## src/rtl/core/dtpa_pkg.sv

```systemverilog
// Shared types and constants for the direct torque pair allocator.
package dtpa_pkg;

  localparam int unsigned MaxThrusters = 16;
  localparam int unsigned IdxW = $clog2(MaxThrusters);

  typedef enum logic [1:0] {
    OpLoad    = 2'd0,
    OpBuild   = 2'd1,
    OpCommand = 2'd2,
    OpNone    = 2'd3
  } op_e;

  typedef enum logic [0:0] {
    RegTolerance = 1'b0,
    RegCount     = 1'b1
  } reg_e;

  typedef enum logic [3:0] {
    StIdle,
    StBuild,
    StBuildOut,
    StClear,
    StAxis,
    StDiv,
    StAdd1,
    StAdd2,
    StResid,
    StResidEnd,
    StSquare,
    StOut,
    StFail
  } state_e;

  typedef struct packed {
    logic            valid;
    logic [IdxW-1:0] first;
    logic [IdxW-1:0] second;
    logic [31:0]     gain;
  } pair_t;

endpackage

```

## src/rtl/core/dtpa_divider.sv

```systemverilog
// Restoring divider, one quotient bit per cycle: (num << 16) / den, 64-bit quotient.
module dtpa_divider import dtpa_pkg::*; (
  input  logic        clk_i,
  input  logic        rst_ni,
  input  logic        start_i,
  input  logic [31:0] num_i,
  input  logic [31:0] den_i,
  output logic        done_o,
  output logic [63:0] quot_o
);

  logic [63:0] dvd_q, dvd_d;
  logic [32:0] rem_q, rem_d;
  logic [31:0] den_q, den_d;
  logic [6:0]  cnt_q, cnt_d;
  logic        busy_q, busy_d;
  logic [33:0] trial;

  // One shift and trial subtract per cycle.
  always_comb begin
    dvd_d  = dvd_q;
    rem_d  = rem_q;
    den_d  = den_q;
    cnt_d  = cnt_q;
    busy_d = busy_q;
    done_o = 1'b0;
    trial  = {rem_q, dvd_q[63]} - {2'b0, den_q};
    if (start_i) begin
      dvd_d  = {16'd0, num_i, 16'd0};
      rem_d  = '0;
      den_d  = den_i;
      cnt_d  = '0;
      busy_d = 1'b1;
    end else if (busy_q) begin
      if (!trial[33]) begin
        rem_d = trial[32:0];
        dvd_d = {dvd_q[62:0], 1'b1};
      end else begin
        rem_d = {rem_q[31:0], dvd_q[63]};
        dvd_d = {dvd_q[62:0], 1'b0};
      end
      cnt_d = cnt_q + 7'd1;
      if (cnt_q == 7'd63) begin
        busy_d = 1'b0;
        done_o = 1'b1;
      end
    end
  end

  assign quot_o = dvd_d;

  always_ff @(posedge clk_i or negedge rst_ni) begin
    if (!rst_ni) begin
      busy_q <= 1'b0;
      cnt_q  <= '0;
    end else begin
      busy_q <= busy_d;
      cnt_q  <= cnt_d;
    end
  end

  always_ff @(posedge clk_i) begin
    dvd_q <= dvd_d;
    rem_q <= rem_d;
    den_q <= den_d;
  end

endmodule

```

## config.mk

```make
export PLATFORM = sky130hd
export DESIGN_NAME = dtpa_divider
export DESIGN_NICKNAME = d
export VERILOG_FILES = /design/src/rtl/core/dtpa_pkg.sv /design/src/rtl/core/dtpa_divider.sv
export SDC_FILE = /design/constraint.sdc
export NUM_CORES = 1
export LEC_CHECK = 0
export BUFFER_PORTS_ARGS = -buffer_cell sky130_fd_sc_hd__buf_2
export CAP_MARGIN = 20
export CORE_MARGIN = 2
export CORE_UTILIZATION = 56
export CTS_CLUSTER_SIZE = 40
export DETAILED_ROUTE_END_ITERATION = 6
export PLACE_DENSITY = 0.8
export SYNTH_ARGS = -nofsm -noshare
export SYNTH_HDL_FRONTEND = slang
export SYNTH_SLANG_ARGS = --single-unit
export TNS_END_PERCENT = 50
```

## constraint.sdc

```tcl
create_clock -name clk_i -period 4.45 [get_ports clk_i]
set_clock_uncertainty 0.2 [all_clocks]
set_input_delay 0.2225 -clock clk_i [delete_from_list [all_inputs] [get_ports clk_i]]
set_output_delay 0.2225 -clock clk_i [all_outputs]
set_load 0.05 [all_outputs]
```

==> results of run 1 <==
## flip-flops by register name, indices dropped and copies added (netlist names)
register	cells
den_q	32
cnt_q	7
dvd_q	64
rem_q	33
busy_q	1
## Yosys cell counts, drive strengths merged (3+ instances only)
| cell | number | area share, % |
|---|---|---|
| a211o | 4 | 0.49 |
| a211oi | 27 | 2.8 |
| a21o | 15 | 1.6 |
| a21oi | 35 | 2.4 |
| a221oi | 4 | 0.58 |
| a31oi | 6 | 0.52 |
| and2 | 5 | 0.44 |
| and3 | 4 | 0.35 |
| buf | 17 | 1.1 |
| clkbuf | 26 | 1.4 |
| dfrtp | 8 | 2.8 |
| dfxtp | 97 | 27 |
| edfxtp | 32 | 13 |
| ha | 33 | 5.8 |
| inv | 39 | 2.0 |
| mux2i | 88 | 12 |
| nand2 | 64 | 3.4 |
| nand2b | 9 | 0.79 |
| nand3 | 8 | 0.56 |
| nand3b | 3 | 0.31 |
| nand4 | 8 | 0.70 |
| nor2 | 82 | 4.3 |
| nor2b | 4 | 0.35 |
| nor3 | 7 | 0.56 |
| o211ai | 6 | 0.63 |
| o21a | 4 | 0.42 |
| o21ai | 58 | 4.1 |
| or2 | 4 | 0.35 |
| or3 | 8 | 0.70 |
| xnor2 | 15 | 1.8 |
| xor2 | 16 | 2.0 |
## cell usage in the layout (no fill, tap or decap), types with 3 or more instances in the layout
cell type and n:
nand2_1 64, or3_1 8, o21ai_1 3, nor2b_1 4
nand3b_1 3, dfrtp_1 7, nand3_1 8, nand4_1 8
and2_1 4, o21ai_0 55, edfxtp_1 32, buf_4 10
a211o_1 4, ha_1 33, dfxtp_1 97, xnor2_1 15
o21a_1 4, buf_2 130, and3_1 4, o211ai_1 6
inv_6 3, a31oi_1 6, nor3_1 6, a211oi_1 27
nor2_1 82, a221oi_1 3, clkbuf_16 18, or2_2 4
nand2b_1 9, clkinv_4 3, a21oi_1 35, a21o_1 15
mux2i_1 88, dlygate4sd3_1 66, inv_1 39, xor2_1 16
## metal layers
metal  GRT usage (%)  share of wire (%)  vias to the layer above
met5               0                  0                        -
met4           10.67                2.3                        0
met3           9.217                7.3                       40
met2           46.55                 48                      224
met1           32.68                 42                     2951
li1                -                  -                     3090
## layout make-up
type,count,area (um^2),share of cell area (%)
clock inverter,12,111.4,1.216
sequential,137,3107,33.93
timing repair buffer,206,1386,15.14
inverter,39,146.4,1.599
tap,172,215.2,2.350
clock buffer,20,457.9,5.001
multi-input combinational,546,3732,40.76
## stage by stage
stage | instances | hold WS (ps) | worst slack [ps] | util, %
3_3_place_gp | 1034 | -123.5 | 1031 | 63.07
4_1_cts | 1132 | 237.1 | 772.7 | 72.85
2_1_floorplan | 765 | -273.1 | 1143 | -
3_5_place_dp | 1034 | -120.0 | 988.5 | 63.07
6_report | 1132 | 251.3 | 709.6 | 72.85
5_1_grt | 1132 | 297.8 | 453.6 | 72.85
## critical path, delay by kind of cell, from the launching register on
family / cells / cell delay, ps
AOI/OAI and AO/OA: 5 / 1160
buffers and inverters: 3 / 590
and+or+nand+nor: 2 / 400
DFF: 1 / 380
adders and majority gates: 1 / 280
muxes: 1 / 90
## kinds of logic (layout without fill, tap and decap cells)
family                   Yosys count  after routing
AO/OA/AOI/OAI                    179            179
XOR/XNOR                          31             31
adder cells (fa/ha/maj)           34             34
buffers and inverters             82            277
flip-flops                       137            137
multiplexers                      89             89
AND/OR/NAND/NOR                  213            213
## final timing paths
kind                                   startpoint                     end  slack [ps]  cells after the start
min reg2reg                rem_q[21]$_SDFFE_PP0P_  rem_q[21]$_SDFFE_PP0P_         300                      2
max in group asynchronous                  rst_ni        busy_q$_DFF_PN0_        3170                      3
max reg2reg                     dvd_q[63]$_DFF_P_  rem_q[32]$_SDFFE_PP0P_         920                     12
min                                       start_i    cnt_q[0]$_DFFE_PN0P_         250                      2
min in group asynchronous                  rst_ni        busy_q$_DFF_PN0_         580                      3
max                           den_q[10]$_DFFE_PP_               quot_o[0]         710                     12
## where the power goes
part	switching, uW	total (uW)	internal [uW]
Combinational	262	409	147
Sequential	27.8	1360	1330
Clock	548	1350	806
Total	838	3120	2280
==> flow_summary_export.csv, run 1 <==
group,metric,value,unit
synthesis,synth_top_family_by_area,"compound AO/OA/AOI/OAI gates",
timing,fin_setup_tns,0,ps
hold_path,hold_class,"in2reg",
clock_network,ctsHoldBuffers,66,
final_layout,design_area,9156,um^2
synthesis,synth.mux.area_fraction,12.47,%
drt,ant_nets,0,
power,irDropWorstVdd,0.3187,mV
final_layout,syn_to_final_growth,27.98,%
timing,period_needed,3740,ps
global_routing,gr-total-overflow,0,
timing,finalCritPeriodShare,84.05,%
timing,hold_violations,0,
drt,drt-wirelength-per-cell,16.00,um
timing,relSlewSlack,33.54,%
synthesis,yosys.area_share.simple,13.54,%
drt,first_pass_iters,5,
setup_path,worstPathMaxFanout,8,
setup_path,worst_path_most_repeated_cell,"o21ai_0",
place,place_area,7926,um^2
final_layout,drive_gt1_share,18.75,%
timing,tightest_slew,996.9,ps
floorplan,die_y,117.0,um
setup_path,required,4030,ps
floorplan,fp.coreArea,12570,um^2
power,leakage,0.004504,uW
drt,via_per_inst,5.570,
global_routing,grt_antenna_before_repair,0,
timing,clock.fmax,267.3,MHz
floorplan,initial_utilization,56.92,%
synthesis,synth_nets,866,
run,cap_violations,0,
setup_path,cpPeakStageDelay,380,ps
clock_network,post_cts_buffers,0,
synthesis,synth_flop_cell,"dfxtp_1",
setup_path,crit_chain,"inv_1, ha_1, a21oi_1, o21ai_0, a221oi_1, o21ai_0, o211a_1, nor3_4, buf_4, mux2i_1, nor2_1, buf_2",
final_layout,nets,1048,
final_layout,insertedDiodeCount,0,
clock_network,cts_sinks,137,
synthesis,ys_ff_latch,137,
setup_path,start_kind,"register",
global_routing,grt_pass1_vias,6346,
place,place_congestion,0.8706,
synthesis,syn-instance-count,765,
setup_path,end_kind,"output pin",
synthesis,syn_area,7154,um^2
clock_network,clock_path_buffers,2,
clock_network,clock_latency,430,ps
global_routing,grt_max_degree,104,
synthesis,ys_types,60,
global_routing,grt_use_total,27.59,%
place,placement.io_buffers,131,
floorplan,fp-row-count,41,
drt,routed-via-count,6305,
floorplan,ios,132,
clock_network,clkTransAtPathRegs,60,ps
clock_network,cts_tree,"built",
drt,wl,18110,um
synthesis,synth.avg_cell_area,9.352,um^2
final_layout,fill_cells,897,
clock_network,htreeDepth,4,
synthesis,synth_compound_area_share,16.23,%
place,dp_hpwl,10900,um
floorplan,die_area,13700,um^2
synthesis,synth_edf_count,32,
synthesis,async_flop_share,5.839,%
power,power,3122,uW
setup_path,cp_data_arrival_time,3320,ps
timing,maxSlewViolCount,0,
synthesis,synth_xor_area_share,3.795,%
floorplan,fp.dieW,117.0,um
clock_network,cts_made_buffers,17,
outcome,run_status,"finished, final reports clean",
drt,drc,0,
synthesis,ys_warn_count,0,
timing,rsz0062_at_grt,"false",
synthesis,synth_seq_area_share,43.37,%
setup_path,crit_slowest_cell,"edfxtp_1",
drt,first_iter_violations,336,
setup_path,criticalPathCategory,"reg2out",
clock_network,cts_resized,0,
synthesis,synthAdderAreaFrac,6.051,%
clock_network,clock-root-buffer,"clkbuf_16",
global_routing,grt_pass1_wl,29820,um
power,pwr_density_cell,341.0,nW/um^2
timing,setup_violations,0,
No activity file was read; power rests on OpenSTA's default activity.
==> inputs of run 2 (changes only) <==
Settings changed: ABC_AREA set to 1, CORE_UTILIZATION 56 to 57, PLACE_DENSITY 0.8 to 0.81.
Clock period 4.45 ns to 3.7 ns, I/O delays scaled along.
==> run 2 against run 1 <==
  * Via count is 25% higher
  * Cell area rose by 7.1%
  * Count of clock-buffer cells in the layout grew 2
  * Sequential power is 26% higher
  * Clock power up 27%
  * Worst hold slack better by 12 ps
  * Sequential share of layout area is 2.3 points lower
  * Sequential cell count unchanged
  * Register-to-register slack got worse by 130 ps
  * Critical endpoint is now quot_o[25]
  * Highest routed layer unchanged
==> flow_summary_export.csv, run 2 <==
group,metric,value,unit
outcome,run_status,"finished, final reports clean",
timing,maxSlewViolCount,0,
synthesis,ys_top_cells_by_count,"nand2_1 (380), inv_1 (213), nand3_1 (100), dfxtp_1 (97), nor2_1 (55)",
drt,ant_nets,0,
final_layout,drive_gt1_share,14.51,%
hold_path,hold_class,"in2reg",
global_routing,grt_pass1_wl,37380,um
synthesis,yosysMostFrequentCell,"nand2_1",
power,pwr_density_cell,460.9,nW/um^2
synthesis,synth_edf_count,32,
setup_path,cp_data_arrival_time,2830,ps
power,p_sw,1470,uW
final_layout,final_common_cell,"nand2_1",
floorplan,die_area,14590,um^2
power,irDropWorstVdd,0.4214,mV
power,internal-power,3048,uW
drt,routed-via-count,7863,
drt,wl,22880,um
setup_path,start_kind,"input pin",
synthesis,synth_top_family_by_area,"simple AND/OR/NAND/NOR gates",
synthesis,synth.mux.area_fraction,0,%
final_layout,nets,1411,
setup_path,worstPathMaxFanout,65,
synthesis,yosys-top-cells-area,"dfxtp_1 (25%), nand2_1 (18%), edfxtp_1 (12%)",
power,leakage,0.005280,uW
global_routing,grt_antenna_before_repair,0,
clock_network,ctsHoldBuffers,67,
power,power_frac_seq,37.8,%
drt,first_pass_iters,5,
synthesis,syn-instance-count,1120,
synthesis,synth_top_area_cell,"dfxtp_1",
timing,fin_setup_tns,0,ps
synthesis,ys_warn_count,0,
synthesis,synthAdderAreaFrac,5.570,%
global_routing,grt_use_total,32.72,%
drt,drt-wirelength-per-cell,15.26,um
clock_network,clock_path_buffers,2,
drt,via_per_inst,5.245,
global_routing,grt_pass1_vias,7938,
global_routing,gr-total-overflow,0,
setup_path,required,3310,ps
floorplan,fp.coreArea,13300,um^2
clock_network,clock-root-buffer,"clkbuf_16",
timing,layout_setup_ws,485.0,ps
synthesis,syn_area,7772,um^2
place,place_ws,856.5,ps
synthesis,yosys.area_share.simple,30.63,%
final_layout,insertedDiodeCount,0,
setup_path,end_kind,"output pin",
synthesis,synth_seq_area_share,39.92,%
clock_network,cts_resized,0,
power,combPwrFrac,24.1,%
floorplan,initial_utilization,58.46,%
power,pwr-share-clk,38.1,%
floorplan,ios,132,
final_layout,syn_to_final_growth,26.14,%
floorplan,fp-row-count,42,
clock_network,cts_sinks,137,
timing,finalCritPeriodShare,86.89,%
final_layout,top_regs,"dvd_q (64), rem_q (33), den_q (32)",
place,place_congestion,0.9449,
clock_network,clock_latency,430,ps
synthesis,synth_xor_area_share,1.690,%
floorplan,die_y,120.8,um
place,dp_hpwl,14730,um
run,cap_violations,0,
drt,drc,0,
synthesis,synth_nets,1221,
synthesis,ys_ff_latch,137,
timing,setup_violations,0,
clock_network,clkTransAtPathRegs,60,ps
synthesis,synth_compound_area_share,9.417,%
synthesis,ys_types,38,
floorplan,fp.dieW,120.8,um
clock_network,cts_made_buffers,17,
clock_network,cts_tree,"built",
power,power,4518,uW
timing,hold_violations,0,
final_layout,top_register,"dvd_q",
clock_network,post_cts_buffers,0,
timing,relSlewSlack,29.08,%
synthesis,synth.avg_cell_area,6.940,um^2
drt,first_iter_violations,566,
synthesis,synth_flop_cell,"dfxtp_1",
synthesis,netlist.area_leader.share,24.98,%
clock_network,htreeDepth,4,
place,placement.io_buffers,131,
timing,clock.fmax,311.0,MHz
timing,tightest_slew,1062,ps
final_layout,fill_cells,1021,
final_layout,final_cell_mix,"nand2_1 (380), inv_1 (211), buf_2 (131)",
setup_path,criticalPathCategory,"in2out",
global_routing,grt_max_degree,66,
synthesis,async_flop_share,5.839,%
power,swShare,32.54,%
final_layout,largest_reg_flops,64,
timing,period_needed,3215,ps
timing,rsz0062_at_grt,"false",
## run 2: cell type report
type	instances	area [um^2]	area share (%)
well taps	176	220.2	2.246
clock buffers	22	496.7	5.066
inverters	219	822.0	8.384
repair buffers	205	1379	14.06
flip-flops and latches	137	3103	31.65
clock inverters	10	101.3	1.034
multi-input cells	730	3682	37.56
## run 2: cells by family after synthesis
logic type | Yosys count
xor+xnor | 15
simple gates | 571
fa+ha+maj | 34
compound gates | 110
flops | 137
buf+inv | 253
## run 2: critical path, stage by stage
cell           delay (ps)
dlygate4sd3_1         520
buf_2                 310
nor2_2                 50
buf_4                 270
inv_2                 790
o221ai_1              340
buf_2                 320
## run 2: worst paths after layout
| path | from | endpoint | slack, ps | cells after the start |
|---|---|---|---|---|
| max in group asynchronous | rst_ni | busy_q$_DFF_PN0_ | 2470 | 3 |
| hold reg to reg | rem_q[8]$_SDFFE_PP0P_ | rem_q[8]$_SDFFE_PP0P_ | 280 | 2 |
| min in group asynchronous | rst_ni | cnt_q[0]$_DFFE_PN0P_ | 560 | 3 |
| setup reg to reg | den_q[24]$_DFFE_PP_ | rem_q[5]$_SDFFE_PP0P_ | 790 | 14 |
| hold / removal | den_i[7] | den_q[7]$_DFFE_PP_ | 260 | 2 |
| setup / recovery | start_i | quot_o[25] | 480 | 7 |
## run 2: per-layer routing
metal	part of all wire, %	track usage (%)
met5	0	0
met4	3.3	15.12
met3	7.2	8.585
met2	49	56.18
met1	41	38.09
## run 2: metrics by stage
step,util (%),hold WS [ps],instance area [um^2],instances
floorplan,-,-310.6,7772,1120
global route,73.74,254.9,9804,1499
CTS,73.74,247.8,9804,1499
finish,73.74,263.5,9804,1499
detailed placement,64.20,-164.9,8536,1400
global placement,64.20,-163.1,8536,1400
## run 2: power groups by stage
stage	clock (uW)	sequential [uW]	combinational [uW]
after floorplan	0	1720	765
after global placement	0	1730	991
after detailed placement	0	1730	1000
after CTS	1720	1710	1070
after global routing	1810	1720	1210
final	1720	1710	1090
==> inputs of run 3 (changes only) <==
Settings changed: REMOVE_ABC_BUFFERS set to 1.
==> run 3 against run 2 <==
  * Global-route usage down 0.92 points
  * Sequential share of layout area up 0.053 points
  * Combinational power about the same
  * Sequential power about the same
  * Non-clock buffer count down 1
  * Maximum frequency down 4.0%
  * Final cell count about the same
  * Utilization down 0.12 points
  * Highest routed layer unchanged
==> flow_summary_export.csv, run 3 (synthesis gave the netlist of run 2 again) <==
group,metric,value,unit
outcome,run_status,"finished, final reports clean",
floorplan,initial_utilization,58.46,%
clock_network,htreeDepth,4,
drt,drt-wirelength-per-cell,14.96,um
floorplan,fp.coreArea,13300,um^2
global_routing,grt_pass1_wl,36790,um
timing,hold_violations,0,
drt,first_iter_violations,511,
clock_network,cts_made_buffers,17,
place,place_ws,762.4,ps
global_routing,grt_antenna_before_repair,0,
floorplan,fp.dieW,120.8,um
power,pwr_density_cell,458.2,nW/um^2
floorplan,die_y,120.8,um
timing,layout_setup_ws,350.7,ps
hold_path,hp-start,"start_i",
drt,wl,22410,um
timing,finalCritPeriodShare,90.52,%
place,dp_cells,1400,
timing,whs,63.28,ps
final_layout,final_cell_mix,"nand2_1 (380), inv_1 (211), buf_2 (131)",
drt,drc,0,
timing,maxSlewViolCount,0,
final_layout,nets,1410,
floorplan,fp-row-count,42,
clock_network,clock-root-buffer,"clkbuf_16",
final_layout,syn_to_final_growth,25.93,%
final_layout,insertedDiodeCount,0,
clock_network,cts_tree,"built",
final_layout,final_core_util,73.62,%
global_routing,grt_max_degree,66,
drt,routed-via-count,7943,
timing,period_needed,3349,ps
global_routing,gr-total-overflow,0,
place,placement.io_buffers,131,
place,place_congestion,1.072,
run,cap_violations,0,
final_layout,drive_gt1_share,14.52,%
timing,rsz0062_at_grt,"false",
hold_path,hold_class,"in2reg",
clock_network,clock_path_buffers,2,
final_layout,top_register,"dvd_q",
power,irDropWorstVdd,0.5434,mV
setup_path,end_kind,"output pin",
final_layout,final_cells,1498,
setup_path,criticalPathCategory,"reg2out",
drt,via_per_inst,5.302,
setup_path,cp_data_arrival_time,2960,ps
setup_path,worstPathMaxFanout,5,
floorplan,ios,132,
clock_network,cts_sinks,137,
final_layout,top_regs,"dvd_q (64), rem_q (33), den_q (32)",
place,dp_hpwl,14800,um
setup_path,required,3310,ps
global_routing,grt_use_total,31.80,%
timing,relSlewSlack,28.42,%
clock_network,clkTransAtPathRegs,60,ps
global_routing,grt_pass1_vias,7845,
timing,setup_violations,0,
setup_path,start_kind,"register",
floorplan,die_area,14590,um^2
setup_path,cp-startpoint,"den_q[7]$_DFFE_PP_",
drt,ant_nets,0,
timing,clock.fmax,298.6,MHz
clock_network,cts_resized,0,
final_layout,largest_reg_flops,64,
setup_path,timing.rr.start,"den_q[7]$_DFFE_PP_",
drt,first_pass_iters,7,
timing,tightest_slew,1074,ps
clock_network,clock_latency,420,ps
final_layout,final_common_cell,"nand2_1",
power,leakage,0.005279,uW
==> run 3: worst max-delay path, stage by stage, from the launching register on <==
cell and delay, ps:
edfxtp_1 360, inv_1 70, ha_1 290, nand2_2 150
inv_1 50, nand2_1 60, nand2_1 80, inv_2 60
nand3_2 100, nand2_1 150, nand2_2 110, nand2_2 110
nand2_2 70, nand2_2 70, nand3_1 270, o21ai_0 220
buf_2 320
==> run 3: per-layer routing <==
| metal | global-route usage [%] | up-vias | part of all wire [%] |
|---|---|---|---|
| li1 | - | 3939 | - |
| met5 | 0 | - | 0 |
| met1 | 38.25 | 3602 | 42 |
| met4 | 13.88 | 0 | 3.2 |
| met3 | 8.160 | 62 | 7.7 |
| met2 | 53.67 | 340 | 48 |
==> run 3: worst paths after layout <==
check	to	slack [ps]	depth (start not counted)
worst max-delay path	quot_o[0]	350	16
min in group asynchronous	cnt_q[2]$_DFFE_PN0P_	540	3
max in group asynchronous	cnt_q[4]$_DFFE_PN0P_	2480	3
worst min-delay path	den_q[10]$_DFFE_PP_	60	1
worst min register to register	rem_q[19]$_SDFFE_PP0P_	280	2
worst max register to register	rem_q[18]$_SDFFE_PP0P_	700	17
==> run 3: timing repair <==
action | CTS | global route
hold buffers | 66 | 0
buffers inserted | 0 | 0
hold endpoints to repair | 72 | 0
==> run 3: per-stage QoR <==
stage	setup TNS [ps]	total power (uW)	area, um^2
after CTS	0	4465	9788
after detailed placement	0	2737	8536
after floorplan	-53450	2475	7602
final	0	4485	9788
after global routing	0	4695	9788
after global placement	0	2720	8536
==> run 3: area by class of cell <==
type                       instances  area [um^2]
multi-input combinational        730         3682
clock inverter                     9        70.07
timing repair buffer             204         1369
sequential                       137         3103
inverter                         219        822.0
fill                            1001         3507
clock buffer                      23        521.8
tap                              176        220.2
==> run 3: power breakdown <==
group | switching (uW) | internal (uW)
logic | 722 | 367
clock network | 680 | 1010
registers | 60.1 | 1650
